--- src/rtl/psrp_pkg.sv ---
package psrp_pkg;

    // Field widths of the item interface.
    localparam int DIM_W  = 12;
    localparam int POS_W  = 11;
    localparam int PAGE_W = 2;

    // Layout constants of a page.
    localparam int PAD          = 1;
    localparam int WHITE_PATCH  = 4;
    localparam int FRESH_X      = WHITE_PATCH + PAD;
    localparam int FRESH_Y      = PAD;
    localparam int FRESH_ROW    = WHITE_PATCH;
    localparam int FRESH_NEXT_Y = FRESH_Y + FRESH_ROW + PAD;

    typedef enum logic [1:0] {
        ST_PLACED     = 2'd0,
        ST_BAD_SIZE   = 2'd1,
        ST_FULL       = 2'd2,
        ST_RESET_DONE = 2'd3
    } t_status;

    typedef enum logic {
        CMD_INSERT = 1'b0,
        CMD_RESET  = 1'b1
    } t_command;

    typedef struct packed {
        t_status             status;
        logic [PAGE_W-1:0]   page_index;
        logic [POS_W-1:0]    pos_x;
        logic [POS_W-1:0]    pos_y;
    } t_result;

endpackage

--- src/rtl/psrp_place.sv ---
module psrp_place
    import psrp_pkg::*;
#(
    parameter int ATLAS_SIZE = 2048,
    parameter int PAGE_COUNT = 4,
    localparam int CW = $clog2(ATLAS_SIZE + 1),
    localparam int PW = $clog2(PAGE_COUNT + 1)
) (
    input  t_command           i_command,
    input  logic [DIM_W-1:0]   i_glyph_width,
    input  logic [DIM_W-1:0]   i_glyph_height,
    input  logic [PW-1:0]      i_open_pages,
    input  logic [CW-1:0]      i_cursor_x,
    input  logic [CW-1:0]      i_cursor_y,
    input  logic [DIM_W-1:0]   i_row_height,
    input  logic               i_first_page_made,
    output logic [PW-1:0]      o_open_pages,
    output logic [CW-1:0]      o_cursor_x,
    output logic [CW-1:0]      o_cursor_y,
    output logic [DIM_W-1:0]   o_row_height,
    output logic               o_first_page_made,
    output t_result            o_result
);

    // Sums of a cursor and a size, with room for the carry.
    localparam int SW = ((CW > DIM_W) ? CW : DIM_W) + 2;
    localparam logic [SW-1:0] SIZE = SW'(ATLAS_SIZE);

    logic [SW-1:0] gw_e;
    logic [SW-1:0] gh_e;
    logic [PW-1:0] eff_open;
    logic [SW-1:0] eff_cx;
    logic [SW-1:0] eff_cy;
    logic [DIM_W-1:0] eff_rh;
    logic [SW-1:0] row_end;
    logic [SW-1:0] row_bot;
    logic [SW-1:0] next_y;
    logic [SW-1:0] new_bot;
    logic [SW-1:0] fresh_end;
    logic [SW-1:0] pad_end;
    logic [SW-1:0] fresh_bot;
    logic [SW-1:0] place_x;
    logic [SW-1:0] place_y;
    logic [PW+1:0] page_ext;
    logic          bad_size;
    logic          fit_row;
    logic          fit_new;
    logic          fresh_row;
    logic          fresh_new;
    logic          page_left;

    assign gw_e = SW'(i_glyph_width);
    assign gh_e = SW'(i_glyph_height);

    // With no page open, an insert sees a freshly started page 0.
    assign eff_open = (i_open_pages == '0) ? PW'(1) : i_open_pages;
    assign eff_cx   = (i_open_pages == '0) ? SW'(FRESH_X) : SW'(i_cursor_x);
    assign eff_cy   = (i_open_pages == '0) ? SW'(FRESH_Y) : SW'(i_cursor_y);
    assign eff_rh   = (i_open_pages == '0) ? DIM_W'(FRESH_ROW) : i_row_height;

    assign bad_size = (i_glyph_width == '0) || (i_glyph_height == '0) ||
                      (gw_e + SW'(2 * PAD) > SIZE) || (gh_e + SW'(2 * PAD) > SIZE);

    // Current row.
    assign row_end = eff_cx + gw_e + SW'(PAD);
    assign row_bot = eff_cy + gh_e + SW'(PAD);
    assign fit_row = (row_end <= SIZE) && (row_bot <= SIZE);

    // New row below the current one; an empty row still advances by the pad.
    assign next_y  = eff_cy + SW'(eff_rh) + SW'(PAD);
    assign new_bot = next_y + gh_e + SW'(PAD);
    assign fit_new = (new_bot <= SIZE);

    // A fresh page is the same for every page, so one check covers all retries.
    assign fresh_end = SW'(FRESH_X) + gw_e + SW'(PAD);
    assign fresh_bot = SW'(FRESH_NEXT_Y) + gh_e + SW'(PAD);
    assign pad_end   = SW'(PAD) + gw_e + SW'(PAD);
    assign fresh_row = (fresh_end <= SIZE);
    assign fresh_new = (fresh_bot <= SIZE);
    assign page_left = (eff_open < PW'(PAGE_COUNT));

    // Placement decision and next state.
    always_comb begin
        o_open_pages      = i_open_pages;
        o_cursor_x        = i_cursor_x;
        o_cursor_y        = i_cursor_y;
        o_row_height      = i_row_height;
        o_first_page_made = i_first_page_made;
        o_result          = '0;
        o_result.status   = ST_PLACED;
        place_x           = '0;
        place_y           = '0;
        page_ext          = '0;

        if (i_command == CMD_RESET) begin
            o_result.status = ST_RESET_DONE;
            if (i_first_page_made) begin
                o_open_pages = PW'(1);
                o_cursor_x   = CW'(FRESH_X);
                o_cursor_y   = CW'(FRESH_Y);
                o_row_height = DIM_W'(FRESH_ROW);
            end else begin
                o_open_pages = '0;
            end
        end else if (bad_size) begin
            o_result.status = ST_BAD_SIZE;
        end else begin
            o_first_page_made = 1'b1;
            o_open_pages      = eff_open;
            o_cursor_x        = CW'(eff_cx);
            o_cursor_y        = CW'(eff_cy);
            o_row_height      = eff_rh;

            if (fit_row) begin
                place_x      = eff_cx;
                place_y      = eff_cy;
                o_cursor_x   = CW'(row_end);
                o_row_height = (i_glyph_height > eff_rh) ? i_glyph_height : eff_rh;
            end else if (fit_new) begin
                place_x      = SW'(PAD);
                place_y      = next_y;
                o_cursor_x   = CW'(pad_end);
                o_cursor_y   = CW'(next_y);
                o_row_height = i_glyph_height;
            end else if (!page_left) begin
                o_result.status = ST_FULL;
            end else if (fresh_row || fresh_new) begin
                o_open_pages = eff_open + PW'(1);
                if (fresh_row) begin
                    place_x      = SW'(FRESH_X);
                    place_y      = SW'(FRESH_Y);
                    o_cursor_x   = CW'(fresh_end);
                    o_cursor_y   = CW'(FRESH_Y);
                    o_row_height = (i_glyph_height > DIM_W'(FRESH_ROW)) ?
                                   i_glyph_height : DIM_W'(FRESH_ROW);
                end else begin
                    place_x      = SW'(PAD);
                    place_y      = SW'(FRESH_NEXT_Y);
                    o_cursor_x   = CW'(pad_end);
                    o_cursor_y   = CW'(FRESH_NEXT_Y);
                    o_row_height = i_glyph_height;
                end
            end else begin
                // Every remaining page is opened in turn and none fits.
                o_result.status = ST_FULL;
                o_open_pages    = PW'(PAGE_COUNT);
                o_cursor_x      = CW'(FRESH_X);
                o_cursor_y      = CW'(FRESH_Y);
                o_row_height    = DIM_W'(FRESH_ROW);
            end

            if (o_result.status == ST_PLACED) begin
                page_ext            = (PW + 2)'(o_open_pages) - (PW + 2)'(1);
                o_result.page_index = page_ext[PAGE_W-1:0];
                o_result.pos_x      = place_x[POS_W-1:0];
                o_result.pos_y      = place_y[POS_W-1:0];
            end
        end
    end

endmodule

--- src/rtl/paged_shelf_rect_packer_core.sv ---
// An item passes through the input register, then the result register.
// Throughput: one item per cycle unless the output stalls; the placement state is
// read and rewritten in the same cycle that the item moves to the result register.
// Reset (i_rst_n low, synchronous): no pages open, cursors cleared, both registers empty.
module paged_shelf_rect_packer_core
    import psrp_pkg::*;
#(
    parameter int ATLAS_SIZE = 2048,
    parameter int PAGE_COUNT = 4
) (
    input  logic        i_clk,
    input  logic        i_rst_n,
    input  logic        i_s_tvalid,
    output logic        o_s_tready,
    input  logic [23:0] i_s_tdata,   // glyph_width [11:0], glyph_height [23:12]
    input  logic [0:0]  i_s_tuser,   // command [0]
    output logic        o_m_tvalid,
    input  logic        i_m_tready,
    output logic [23:0] o_m_tdata,   // page_index [1:0], pos_x [12:2], pos_y [23:13]
    output logic [1:0]  o_m_tuser    // status [1:0]
);

    localparam int CW = $clog2(ATLAS_SIZE + 1);
    localparam int PW = $clog2(PAGE_COUNT + 1);

    logic             r_in_valid;
    t_command         r_command;
    logic [DIM_W-1:0] r_glyph_width;
    logic [DIM_W-1:0] r_glyph_height;
    logic             r_out_valid;
    t_result          r_result;

    logic [PW-1:0]    r_open_pages;
    logic [CW-1:0]    r_cursor_x;
    logic [CW-1:0]    r_cursor_y;
    logic [DIM_W-1:0] r_row_height;
    logic             r_first_page_made;

    logic [PW-1:0]    n_open_pages;
    logic [CW-1:0]    n_cursor_x;
    logic [CW-1:0]    n_cursor_y;
    logic [DIM_W-1:0] n_row_height;
    logic             n_first_page_made;
    t_result          n_result;

    logic             advance;

    // The held item moves to the result register whenever that register is free.
    assign advance    = r_in_valid && (!r_out_valid || i_m_tready);
    assign o_s_tready = !r_in_valid || advance;

    psrp_place #(
        .ATLAS_SIZE (ATLAS_SIZE),
        .PAGE_COUNT (PAGE_COUNT)
    ) u_place (
        .i_command         (r_command),
        .i_glyph_width     (r_glyph_width),
        .i_glyph_height    (r_glyph_height),
        .i_open_pages      (r_open_pages),
        .i_cursor_x        (r_cursor_x),
        .i_cursor_y        (r_cursor_y),
        .i_row_height      (r_row_height),
        .i_first_page_made (r_first_page_made),
        .o_open_pages      (n_open_pages),
        .o_cursor_x        (n_cursor_x),
        .o_cursor_y        (n_cursor_y),
        .o_row_height      (n_row_height),
        .o_first_page_made (n_first_page_made),
        .o_result          (n_result)
    );

    // Valid flags and placement state.
    always_ff @(posedge i_clk) begin
        if (!i_rst_n) begin
            r_in_valid        <= 1'b0;
            r_out_valid       <= 1'b0;
            r_open_pages      <= '0;
            r_cursor_x        <= '0;
            r_cursor_y        <= '0;
            r_row_height      <= '0;
            r_first_page_made <= 1'b0;
        end else begin
            if (o_s_tready) begin
                r_in_valid <= i_s_tvalid;
            end
            if (advance) begin
                r_out_valid       <= 1'b1;
                r_open_pages      <= n_open_pages;
                r_cursor_x        <= n_cursor_x;
                r_cursor_y        <= n_cursor_y;
                r_row_height      <= n_row_height;
                r_first_page_made <= n_first_page_made;
            end else if (i_m_tready) begin
                r_out_valid <= 1'b0;
            end
        end
    end

    // Item payload registers.
    always_ff @(posedge i_clk) begin
        if (i_s_tvalid && o_s_tready) begin
            r_command      <= t_command'(i_s_tuser[0]);
            r_glyph_width  <= i_s_tdata[11:0];
            r_glyph_height <= i_s_tdata[23:12];
        end
        if (advance) begin
            r_result <= n_result;
        end
    end

    assign o_m_tvalid = r_out_valid;
    assign o_m_tdata  = {r_result.pos_y, r_result.pos_x, r_result.page_index};
    assign o_m_tuser  = r_result.status;

endmodule

--- config.mk ---
export PLATFORM = sky130hd
export DESIGN_NAME = paged_shelf_rect_packer_core
export DESIGN_NICKNAME = d
export VERILOG_FILES = /design/src/rtl/psrp_pkg.sv /design/src/rtl/psrp_place.sv /design/src/rtl/paged_shelf_rect_packer_core.sv
export SDC_FILE = /design/constraint.sdc
export NUM_CORES = 1
export LEC_CHECK = 0
export CAP_MARGIN = 20
export CORE_UTILIZATION = 55
export CTS_CLUSTER_DIAMETER = 50
export DETAILED_ROUTE_END_ITERATION = 6
export DONT_BUFFER_PORTS = 1
export GPL_ROUTABILITY_DRIVEN = 0
export PLACE_DENSITY_LB_ADDON = 0.2
export SKIP_CTS_REPAIR_TIMING = 1
export SYNTH_ARGS = -nofsm -noshare
export SYNTH_HDL_FRONTEND = slang
export SYNTH_SLANG_ARGS = --single-unit
--- constraint.sdc ---
create_clock -name i_clk -period 7.5 [get_ports i_clk]
set_clock_uncertainty 0.05 [all_clocks]
set_input_delay 0.75 -clock i_clk [delete_from_list [all_inputs] [get_ports i_clk]]
set_output_delay 0.75 -clock i_clk [all_outputs]
set_load 0.05 [all_outputs]
=== Yosys cells after proc, flatten, opt, wreduce, memory -nomap -nowiden ===
Index checks and enable logic that the tools add are counted.

* Register bits after elaboration: 93

* Add/subtract/negate cells: 18
* Order comparisons: 10
* Equality and inequality tests: 2
* Mux-type cells: 58
* Bitwise gates (word level): 3
* Reductions and logical operators: 21

{| class="wikitable"
|+ Operators by type and width
! operator !! number
|-
| 12-bit two-way mux || 27
|-
| 11-bit two-way mux || 8
|-
| 14-bit by 1-bit adder with 14-bit output, second input constant || 6
|-
| 14-bit by 12-bit <= comparator with 1-bit output, second input constant || 5
|-
| 12-bit by 12-bit adder with 13-bit output || 3
|-
| 3-bit two-way mux || 13
|-
| 14-bit by 12-bit > comparator with 1-bit output, second input constant || 2
|-
| 12-bit by 2-bit adder with 13-bit output, second input constant || 2
|-
| 3-bit by 12-bit adder with 13-bit output, first input constant || 2
|-
| 12-bit zero test || 2
|-
| 14-bit by 12-bit adder with 14-bit output || 1
|-
| 2-bit two-way mux || 7
|-
| 1-bit by 12-bit adder with 12-bit output, first input constant || 1
|-
| 12-bit by 1-bit adder with 12-bit output, second input constant || 1
|-
| 12-bit > comparator || 1
|-
| 12-bit by 3-bit > comparator with 1-bit output, second input constant || 1
|-
| 1-bit logical OR || 6
|-
| 3-bit AND reduction || 2
|-
| 3-bit by 1-bit adder with 3-bit output, second input constant || 1
|-
| 1-bit logical AND || 3
|-
| 3-bit zero test || 1
|-
| 3-bit < comparator, second input constant || 1
|-
| 1-bit two-way mux || 3
|-
| 1-bit inverter || 3
|-
| other kinds (9) || 10
|}

=== Longest topological paths before layout ===
Gate-level depths: netlist of run 1.

* Depth in word-level cells: 14
* Gate-level depth with buffers: 30
* Mapped depth without buffers: 25

=== Hierarchy ===
Synthesis of run 1 repeated with hierarchy kept, for this count alone.

* Cells, all modules: 1066
* Area total of the unflattened synthesis: 8623.3 µm²

{| class="wikitable"
|+ By module, submodules not included
! module !! times used !! cells an instance !! area an instance (µm²) !! seq. area each (µm²)
|-
| psrp_place || 1 || 832 || 5370.2 || 0.0
|-
| paged_shelf_rect_packer_core || 1 || 234 || 3253.1 || 2372.3
|}

=== Worst setup path after synthesis of run 1 ===
Ideal clock, no wire load.

* Kind: register to register
* Start point: reg r_open_pages[0]
* End point: reg r_cursor_x[10]
* Library setup time: 0.117 ns
* Data arrival time: 5.928 ns
* Path slack: 1.406 ns
* Cell stages (with the launch flop): 28
* Buffers on the path: 4
* Path through: dfxtp_1 buf_2 or3_1 buf_2 clkbuf_1 and2_1 ha_1 ha_1 maj3_2 o311a_1 or4b_1 a21oi_1 a311o_2 nand2_1 xnor2_1 ha_1 a21oi_1 nand2_1 o21ai_0 o21ai_0 a21oi_1 and3_1 o2111ai_1 and2_1 buf_6 and3_4 a2111o_1 a22o_1

* Longest elaborated chain between the ends: 11
* Elaborated cells on any way between the ends: 23

{| class="wikitable"
|+ Ends and longest elaborated chain
! element !! RTL line !! RTL
|-
| start, declared || paged_shelf_rect_packer_core.sv:33 || <nowiki>logic [PW-1:0] r_open_pages;</nowiki>
|-
| start signal, assigned || paged_shelf_rect_packer_core.sv:88 || <nowiki>r_open_pages <= n_open_pages;</nowiki>
|-
| 3-bit zero test || -- ||
|-
| 12-bit two-way mux, on equally long branches || psrp_place.sv:58, psrp_place.sv:59 ||
|-
| 12-bit by 12-bit adder with 13-bit output || psrp_place.sv:70 || <nowiki>assign next_y = eff_cy + SW'(eff_rh) + SW'(PAD);</nowiki>
|-
| 14-bit by 1-bit adder with 14-bit output || psrp_place.sv:70 ||
|-
| 14-bit by 12-bit adder with 14-bit output || psrp_place.sv:71 || <nowiki>assign new_bot = next_y + gh_e + SW'(PAD);</nowiki>
|-
| 14-bit by 1-bit adder with 14-bit output || psrp_place.sv:71 ||
|-
| 14-bit by 12-bit <= comparator with 1-bit output || psrp_place.sv:72 || <nowiki>assign fit_new = (new_bot <= SIZE);</nowiki>
|-
| 12-bit two-way mux || psrp_place.sv:119 || <nowiki>end else if (fit_new) begin</nowiki>
|-
| 12-bit two-way mux (*) || psrp_place.sv:114 || <nowiki>if (fit_row) begin</nowiki>
|-
| 12-bit two-way mux (*) || psrp_place.sv:105 || <nowiki>end else if (bad_size) begin</nowiki>
|-
| 12-bit two-way mux (*) || psrp_place.sv:95 || <nowiki>if (i_command == CMD_RESET) begin</nowiki>
|-
| end signal, assigned || paged_shelf_rect_packer_core.sv:89 || <nowiki>r_cursor_x <= n_cursor_x;</nowiki>
|-
| end, declared || paged_shelf_rect_packer_core.sv:34 || <nowiki>logic [CW-1:0] r_cursor_x;</nowiki>
|}

Mark *: on every way between the ends. The rest lies on a longest branch, timed or not. The select of a mux whose other input is x is not followed.
A chain may end at the register's enable or synchronous reset.

=== Worst setup path after layout of run 1 ===
Same ends and word-level chain as after synthesis.

==> out/qor.yml, run 1 <==
status: "completed"
drt_iter0_drc: 855
crit_path_end_kind: "register"
rows: 46
cp.required_ns: 7.71
ys_top_cells_by_area: "edfxtp_1, ha_1, dfxtp_1, xnor2_1, nand2_1"
fill_cells: 1477
worst_slew_pin_slew_ns: 1.07
grt_first_pass_wirelength_mm: 38.9
ys_top_cells_by_count: "nand2_1, ha_1, a21oi_1"
ys.flop_type: "edfxtp_1"
synthCells: 1096
p_clk_share_pct: 37.2
multi_input_area_um2: 6200
final_layout_size_suffix_gt1_share_pct: 7.22
final_core_util_pct: 58.8
synth-simple-area-share_pct: 23.9
worstSetupStartpointType: "register"
synth_fa_ha_area_share_pct: 9.83
numCtsBuffers: 9
path_clk_slew_ns: 0.07
htree_levels: 3
hold_violations: 0
hpwl_mm: 18.4
cts.path.max_buffers: 2
p_leak_uw: 0.00354
rsz0062_at_grt: "true"
hp-class: "reg -> reg"
nets: 1145
yosysWarnings: 0
fin_crit_sh_pct: 94.5
die_w_um: 130
ant_nets: 0
worstSkewPairLatency_ns: 0.36
finalMaxSlewViolations: 0
synth_sequential_area_ratio_pct: 26.1
grt_pass1_vias: 7325
num_vias: 8498
die-area_um2: 17000
worst_ep_arrival_time_ns: 7.29
place_inst: 1251
period_minus_slack_ns: 7.09
synth_compound_area_share_pct: 25.9
whs_ns: 0.421
vias_per_cell: 6.70
async_flop_share_pct: 0
grt_start_max_net_pins: 33
slew_headroom_pct: 28.6
clock.fmax_mhz: 141
routedWlPerCell_um: 19.7
cts_tree: "done"
p_sw_uw: 411
switching_share_pct: 30.5
cap_violations: 0
syn_avg_cell_area_um2: 8.28
synth_fp_nets: 1194
areaGrowthSynthToFinish_pct: 3.70
setup_viol: 0
placement.io_buffers: 0
synth.largest_area_cell: "edfxtp_1"
syn_area_um2: 9070
layoutNonFillerInstCount: 1268
regArea_um2: 2370
path_max_fanout: 17
muxShareOfSynthArea_pct: 1.79
pwr-share-comb_pct: 17.5
synth_most_common_cell: "nand2_1"
p_int_uw: 936
synth_top_area_share_pct: 16.9
ys_types: 103
core-area_um2: 16000
synth-xor-area-share_pct: 6.94
start_util_pct: 56.7
antenna_cells: 0
finalWirelength_mm: 24.9
track_usage_pct: 29.5
synth-seq-cells: 93
grt_overflow: 0
synth_top_family_by_area: "compound AO/OA/AOI/OAI gates"
synth_edf_count: 51
cts_root_buf: "clkbuf_16"
ir_drop_v: 0.000121
die_h_um: 130
first_pass_iters: 5
drc_errors: 0
powerDensity_nw_per_um2: 143
antenna_found_initial: 0
crit_type: "reg -> reg"
pwr-share-seq_pct: 45.3
cts_num_sinks: 93
io_pins: 57
==> layout make-up <==
cell class	count	share of cell area [%]
timing repair buffer	10	0.878
inverter	43	1.72
sequential	93	25.2
tap	216	2.87
clock inverter	7	1.02
clock buffer	9	2.39
multi-input combinational	890	65.9
==> kinds of logic (layout without fill, tap and decap cells) <==
| group | Yosys count | in the layout |
|---|---|---|
| flip-flops | 93 | 93 |
| AO/OA/AOI/OAI | 324 | 324 |
| buffers and inverters | 113 | 69 |
| AND/OR/NAND/NOR | 408 | 408 |
| adder cells (fa/ha/maj) | 71 | 71 |
| multiplexers | 16 | 16 |
| XOR/XNOR | 71 | 71 |
==> power groups by stage <==
| stage | combinational, uW | sequential (uW) | clock (uW) |
|---|---|---|---|
| floorplan | 200 | 595 | 0 |
| detailed placement | 227 | 620 | 0 |
| global placement | 225 | 620 | 0 |
| CTS | 228 | 609 | 506 |
| global route | 258 | 613 | 523 |
| finish | 235 | 611 | 501 |
==> metal layers <==
metal / vias up / global-route usage, % / part of all wire (%)
li1: 4053 / - / -
met1: 4038 / 44.0 / 47
met2: 374 / 42.4 / 43
met3: 33 / 5.25 / 7.9
met4: 0 / 9.67 / 1.9
met5: - / 0 / 0
==> registers in the layout (all words and copies together) (netlist names) <==
register,cells
r_cursor_x,12
o_m_tuser,2
r_row_height,12
r_glyph_width,12
r_in_valid,1
o_m_tdata,24
r_cursor_y,12
r_command,1
r_first_page_made,1
r_open_pages,3
r_glyph_height,12
o_m_tvalid,1
==> through the flow <==
stage | total power (uW) | area [um^2] | setup slack [ns] | setup TNS, ns
3_3_place_gp | 844 | 9070 | 0.801 | 0
4_1_cts | 1340 | 9390 | 0.513 | 0
2_1_floorplan | 795 | 9070 | 1.41 | 0
3_5_place_dp | 847 | 9070 | 0.559 | 0
5_1_grt | 1390 | 9410 | -0.0558 | -0.0965
6_report | 1350 | 9410 | 0.414 | 0
==> worst paths after layout <==
| kind | endpoint | startpoint | slack (ns) | depth (start not counted) |
|---|---|---|---|---|
| worst min register to register | r_first_page_made$_SDFFE_PN0P_ | r_first_page_made$_SDFFE_PN0P_ | 0.42 | 1 |
| worst max register to register | r_cursor_x[10]$_SDFFE_PN0P_ | r_open_pages[0]$_SDFFE_PN0P_ | 0.41 | 24 |
| worst max-delay path | r_cursor_x[10]$_SDFFE_PN0P_ | r_open_pages[0]$_SDFFE_PN0P_ | 0.41 | 24 |
| worst min-delay path | r_first_page_made$_SDFFE_PN0P_ | r_first_page_made$_SDFFE_PN0P_ | 0.42 | 1 |
==> critical path: stages, from the launching register on <==
cell and delay [ns]:
dfxtp_1 0.40, or3_1 0.42, buf_4 0.21, and2_1 0.21, ha_1 0.23, ha_1 0.23
maj3_2 0.31, o311a_1 0.41, or4b_1 0.49, a21oi_1 0.14, a311o_2 0.16, nand2_1 0.07
xnor2_1 0.26, ha_1 0.32, a21oi_1 0.17, nand2_1 0.07, o21ai_0 0.49, o21ai_0 0.25
a21oi_1 0.26, nor3_1 0.07, o2111ai_1 0.21, and2_1 0.60, nand2_2 0.29, a2111o_1 0.47
a22o_1 0.18
==> cells in the final DEF, fill, tap and decap left out, types with 5 or more instances in the layout <==
cell,synthesis,final
inv_1,43,43
o21ai_0,59,59
xor2_1,28,28
a221oi_1,8,8
edfxtp_1,51,51
nor3b_1,6,6
nand2b_1,11,11
and2_1,32,32
a21o_1,16,16
or3_1,12,12
nand3_1,47,47
o22ai_1,9,9
or4_1,5,5
nor4_1,12,12
nand2_1,92,92
buf_4,10,9
clkbuf_16,0,9
nand4_1,23,23
or2_2,6,6
a32oi_1,6,6
a2111oi_0,6,6
a22oi_1,8,8
a31o_2,6,6
nor3_1,37,37
a21oi_1,66,66
o21a_1,7,7
xnor2_1,42,42
and3_1,16,16
nor2b_1,12,12
mux2i_1,14,14
a211oi_1,7,7
a31oi_1,17,17
o2111ai_1,5,5
o21ai_1,5,5
o211ai_1,8,8
a221o_1,11,11
ha_1,68,68
o31ai_1,12,12
dfxtp_1,42,42
nor2_1,62,62
No activity file was read; power rests on OpenSTA's default activity.
==> run 2: changes to the inputs <==
Settings changed: CTS_BUF_LIST set to sky130_fd_sc_hd__clkbuf_4.
==> out/qor.yml, run 2 (synthesis gave the netlist of run 1 again) <==
p_int_uw: 779  # -17%
htree_levels: 3  # unchanged
switching_share_pct: 33.2  # +2.7 points
routedWlPerCell_um: 19.4  # -1.4%
final_layout_size_suffix_gt1_share_pct: 7.32  # +0.095 points
cap_violations: 0  # unchanged
period_minus_slack_ns: 6.84  # -0.243 ns
fin_crit_sh_pct: 91.2  # -3.2 points
regArea_um2: 2370  # unchanged
antenna_found_initial: 0  # unchanged
drt_iter0_drc: 858  # +0.35%
grt_overflow: 0  # unchanged
crit_path_end_kind: "register"
track_usage_pct: 29.3  # -0.21 points
ant_nets: 0  # unchanged
grt_first_pass_wirelength_mm: 38.6  # -0.66%
numCtsBuffers: 9  # unchanged
p_leak_uw: 0.00347  # -1.9%
nets: 1145  # unchanged
status: "completed"
critical-path-top-delay-family: "compound AO/OA/AOI/OAI gates"
final_cell_mix: "nand2_1, ha_1, a21oi_1, nor2_1, o21ai_0"
io_pins: 57  # unchanged
p_sw_uw: 387  # -5.8%
areaGrowthSynthToFinish_pct: 2.00
crit_chain: "or3_1, buf_4, and2_1, ha_1, ha_1, maj3_2, o311a_1, or4b_1, a21oi_1, a311o_2, nand2_1, xnor2_1, ha_1, a21oi_1, nand2_1, o21ai_1, o21ai_0, a21oi_1, nor3_1, o2111ai_1, nand2_1, a21oi_4, a21o_2, a311oi_1"
layoutNonFillerInstCount: 1269  # +0.079%
ir_drop_v: 0.0000990  # -18%
vias_per_cell: 6.63  # -1.0%
cts_root_buf: "clkbuf_4"
critical_path_buf_inv_count: 1  # unchanged
worstSkewPairLatency_ns: 0.49  # +0.13 ns
hold_violations: 0  # unchanged
rsz0062_at_grt: "false"
setup_viol: 0  # unchanged
core-area_um2: 16000  # unchanged
grt_pass1_vias: 7278  # -0.64%
p_clk_share_pct: 27.6  # -9.6 points
multi_input_area_um2: 6200  # about the same
fill_cells: 1502  # +1.7%
start_util_pct: 56.7  # unchanged
path_max_fanout: 17  # unchanged
placement.io_buffers: 0  # unchanged
worst_ep_arrival_time_ns: 6.98  # -0.31 ns
die_h_um: 130  # unchanged
dpl-instance-area_um2: 9070  # unchanged
worst_slew_pin_slew_ns: 0.999  # -0.0686 ns
first_pass_iters: 6  # +1
die-area_um2: 17000  # unchanged
finalWirelength_mm: 24.6  # -1.3%
cts_num_sinks: 93  # unchanged
num_vias: 8417  # -0.95%
powerDensity_nw_per_um2: 126  # -12%
grt_start_max_net_pins: 33  # unchanged
final_common_cell: "nand2_1"
pwr-share-seq_pct: 52.3  # +7.0 points
crit_slowest_cell: "or4b_1"
cpPeakStageDelay_ns: 0.49  # -0.11 ns
crit_type: "reg -> reg"
hpwl_mm: 18.4  # unchanged
cts_tree: "done"
drc_errors: 0  # unchanged
path_clk_slew_ns: 0.16  # +0.09 ns
slew_headroom_pct: 33.2  # +4.6 points
fin_area_um2: 9260  # -1.6%
finalMaxSlewViolations: 0  # unchanged
place_inst: 1251  # unchanged
hp-class: "in -> reg"
cp.required_ns: 7.64  # -0.07 ns
pwr-share-comb_pct: 20.1  # +2.6 points
die_w_um: 130  # unchanged
clock.fmax_mhz: 146  # +3.6%
worstSetupStartpointType: "register"
rows: 46  # unchanged
largest_reg_flops: 24  # unchanged
fin_tns_setup_ns: 0  # unchanged
cts.path.max_buffers: 2  # unchanged
==> run 2: changes by cell type in the layout (fill, tap and decap cells not counted), sizes merged <==
cell   previous run  this run
diode             0         1
==> run 2: metal layers <==
metal	GRT usage [%]	vias to the layer above	routed length (um)	part of all wire, %
met2	41.8	368	10500	43
met3	5.46	35	2210	9.0
met5	0	-	0	0
li1	-	4060	-	-
met1	43.9	3954	11500	47
met4	9.33	0	476	1.9
==> run 2: path summary, 6_finish.rpt <==
path,start,endpoint,slack (ns),cells after the start
setup / recovery,r_open_pages[1]$_SDFFE_PN0P_,o_m_tdata[13]$_SDFFCE_PP0P_,0.66,24
hold / removal,i_s_tdata[2],r_glyph_width[2]$_DFFE_PP_,0.29,0
setup reg to reg,r_open_pages[1]$_SDFFE_PN0P_,o_m_tdata[13]$_SDFFCE_PP0P_,0.66,24
hold reg to reg,r_first_page_made$_SDFFE_PN0P_,r_first_page_made$_SDFFE_PN0P_,0.44,1
==> run 2: layout make-up <==
| cell class | count | share of cell area (%) |
|---|---|---|
| multi-input combinational | 890 | 67.0 |
| antenna | 1 | 0.0270 |
| tap | 216 | 2.92 |
| clock inverter | 7 | 1.04 |
| clock buffer | 9 | 0.730 |
| inverter | 43 | 1.74 |
| timing repair buffer | 10 | 0.892 |
| sequential | 93 | 25.6 |
==> run 2: worst reg2reg max path, delay by kind of cell, from the launching register on <==
kind | cells | cell delay [ns]
fa+ha+maj | 4 | 1.09
buf+inv | 1 | 0.21
compound gates | 11 | 2.76
xor+xnor | 1 | 0.26
flops | 1 | 0.43
simple gates | 7 | 1.74
==> run 2: power by group through the flow <==
| stage | Clock, uW | Combinational [uW] | Sequential (uW) |
|---|---|---|---|
| 6_report | 322 | 235 | 610 |
| 5_1_grt | 341 | 258 | 614 |
| 4_1_cts | 326 | 228 | 609 |
| 3_5_place_dp | 0 | 227 | 620 |
| 3_3_place_gp | 0 | 225 | 620 |
| 2_1_floorplan | 0 | 200 | 595 |
==> run 2: per-stage QoR <==
| step | worst slack, ns | util, % | total power, uW | hold slack, ns |
|---|---|---|---|---|
| final | 0.658 | 57.9 | 1170 | 0.293 |
| after global routing | 0.214 | 57.8 | 1210 | 0.266 |
| after CTS | 0.513 | 57.7 | 1160 | 0.262 |
| after detailed placement | 0.559 | 56.7 | 847 | 0.405 |
| after global placement | 0.801 | 56.7 | 844 | 0.407 |
| after floorplan | 1.41 | - | 795 | 0.391 |
==> run 3: changes to the inputs <==
Settings changed: CORE_UTILIZATION 55 to 31.
==> out/qor.yml, run 3 (synthesis gave the netlist of run 1 again) <==
r2r_cells: 24  # unchanged
ir_drop_v: 0.0000588  # -41%
finalWirelength_mm: 29.5  # +20%
largest_reg_flops: 24  # unchanged
final_cell_mix: "nand2_1, ha_1, a21oi_1, nor2_1, o21ai_0"
hold_depth: 0  # unchanged
cts_num_sinks: 93  # unchanged
critical_path_buf_inv_count: 1  # unchanged
nets: 1151  # +0.52%
setup_viol: 0  # unchanged
grt_start_max_net_pins: 33  # unchanged
grt_first_pass_wirelength_mm: 46.0  # +19%
critical-path-top-delay-family: "compound AO/OA/AOI/OAI gates"
rr_startpoint: "r_open_pages[0]$_SDFFE_PN0P_"
powerDensity_nw_per_um2: 124  # -1.5%
track_usage_pct: 19.6  # -9.6 points
switching_share_pct: 38.4  # +5.2 points
grt_pass1_vias: 7761  # +6.6%
cts_tree: "done"
pwr-share-comb_pct: 20.9  # +0.8 points
clock.fmax_mhz: 146  # -0.37%
cpPeakStageDelay_ns: 0.53  # +0.04 ns
whs_ns: 0.224  # -0.0688 ns
hp-class: "in -> reg"
finalMaxSlewViolations: 0  # unchanged
rr_endpoint: "r_cursor_x[10]$_SDFFE_PN0P_"
areaGrowthSynthToFinish_pct: 4.89
p_clk_share_pct: 27.4  # -0.2 points
cap_violations: 0  # unchanged
worstSkewPairLatency_ns: 0.55  # +0.06 ns
ant_nets: 0  # unchanged
rsz0062_at_grt: "false"
crit_type: "reg -> reg"
final_layout_size_suffix_gt1_share_pct: 7.94  # +0.62 points
crit_slowest_cell: "or3_1"
period_minus_slack_ns: 6.87  # +0.0256 ns
drc_errors: 0  # unchanged
rows: 62  # +35%
numCtsBuffers: 9  # unchanged
crit_path_end_kind: "register"
final_common_cell: "nand2_1"
status: "completed"
pwr-share-seq_pct: 51.7  # -0.6 points
io_pins: 57  # unchanged
pre_cts_ws_ns: 0.346  # -0.213 ns
first_pass_iters: 6  # unchanged
die-area_um2: 30000  # +76%
worstSetupStartpointType: "register"
placement.io_buffers: 0  # unchanged
worst_ep_arrival_time_ns: 7.29  # +0.31 ns
crit_chain: "or3_1, and2_1, ha_1, ha_1, maj3_2, o311a_1, or4b_1, a21oi_1, a311o_2, nand2_1, xnor2_1, ha_1, a21oi_1, nand2_1, o21ai_1, o21ai_0, a21oi_1, nor3_1, o2111ai_1, and2_1, buf_4, nand2_2, a2111o_1, a22o_1"
fin_area_um2: 9520  # +2.8%
hold_violations: 0  # unchanged
core-area_um2: 28800  # +80%
fill_cells: 3001  # +100%
routedWlPerCell_um: 20.5  # +5.5%
dpl-instance-area_um2: 9320  # +2.8%
grt_overflow: 0  # unchanged
worst_slack_ns: 0.632  # -0.0256 ns
worst_slew_pin_slew_ns: 1.04  # +0.0434 ns
p_leak_uw: 0.00350  # +0.69%
antenna_found_initial: 1  # +1
start_util_pct: 31.5  # -25 points
p_sw_uw: 454  # +17%
hpwl_mm: 22.0  # +19%
htree_levels: 3  # unchanged
p_int_uw: 728  # -6.6%
hold_end: "r_glyph_width[10]$_DFFE_PP_"
die_w_um: 173  # +33%
fin_tns_setup_ns: 0  # unchanged
fin_crit_sh_pct: 91.6  # +0.34 points
cts_root_buf: "clkbuf_4"
slew_headroom_pct: 30.3  # -2.9 points
drt_iter0_drc: 657  # -23%
cp.required_ns: 7.92  # +0.28 ns
path_max_fanout: 11  # -6
vias_per_cell: 5.81  # -12%
cts.path.max_buffers: 2  # unchanged
path_clk_slew_ns: 0.21  # +0.05 ns
r2r_slack_ns: 0.63  # -0.03 ns
num_vias: 8392  # -0.30%
min_from: "i_s_tdata[10]"
die_h_um: 173  # +33%
run 3: cell types whose count changed in the layout (fill, tap and decap cells not counted), moves of 2 or more:
cell,delta
buf_4,+6
bufinv_16,-2
clkinv_2,-2
clkinv_8,+2
inv_8,+3
run 3: final cells by class:
cell class	count	area [um^2]	share of cell area, %
Tap cell	384	480	5.05
Multi-Input combinational cell	890	6210	65.2
Timing Repair Buffer	16	140	1.47
Clock buffer	9	67.6	0.710
Sequential cell	93	2370	24.9
Antenna cell	2	5.00	0.0526
Clock inverter	7	83.8	0.881
Inverter	43	161	1.70
run 3: worst max path at each step:
stage / startpoint / to / depth (start not counted)
3_3_place_gp: r_open_pages[0]$_SDFFE_PN0P_ / r_row_height[10]$_SDFFE_PN0P_ / 23
3_5_place_dp: r_open_pages[0]$_SDFFE_PN0P_ / r_row_height[8]$_SDFFE_PN0P_ / 23
6_report: r_open_pages[0]$_SDFFE_PN0P_ / r_cursor_x[10]$_SDFFE_PN0P_ / 24
5_1_grt: r_open_pages[0]$_SDFFE_PN0P_ / r_cursor_x[10]$_SDFFE_PN0P_ / 24
4_1_cts: r_open_pages[0]$_SDFFE_PN0P_ / r_row_height[8]$_SDFFE_PN0P_ / 23
2_1_floorplan: r_open_pages[0]$_SDFFE_PN0P_ / r_cursor_x[10]$_SDFFE_PN0P_ / 27
run 3: routing by layer:
| metal | vias to the layer above | wire length (um) | share of wire, % | track usage, % |
|---|---|---|---|---|
| met5 | - | 0 | 0 | 0 |
| met4 | 0 | 311 | 1.1 | 4.57 |
| met3 | 17 | 1460 | 4.9 | 2.70 |
| met2 | 224 | 13400 | 45 | 30.9 |
| met1 | 4076 | 14400 | 49 | 28.2 |
| li1 | 4075 | - | - | - |
run 3: power groups by stage:
| stage | logic [uW] | registers (uW) | clock network (uW) |
|---|---|---|---|
| final | 246 | 611 | 324 |
| after global routing | 270 | 615 | 350 |
| after CTS | 242 | 611 | 331 |
| after detailed placement | 241 | 622 | 0 |
| after global placement | 241 | 622 | 0 |
| after floorplan | 200 | 595 | 0 |
run 3: stage by stage:
stage | total power (uW) | utilization, % | instances
4_1_cts | 1180 | 32.9 | 1441
2_1_floorplan | 795 | - | 1096
3_5_place_dp | 863 | 32.4 | 1425
3_3_place_gp | 863 | 32.4 | 1425
5_1_grt | 1230 | 33.1 | 1443
6_report | 1180 | 33.1 | 1444
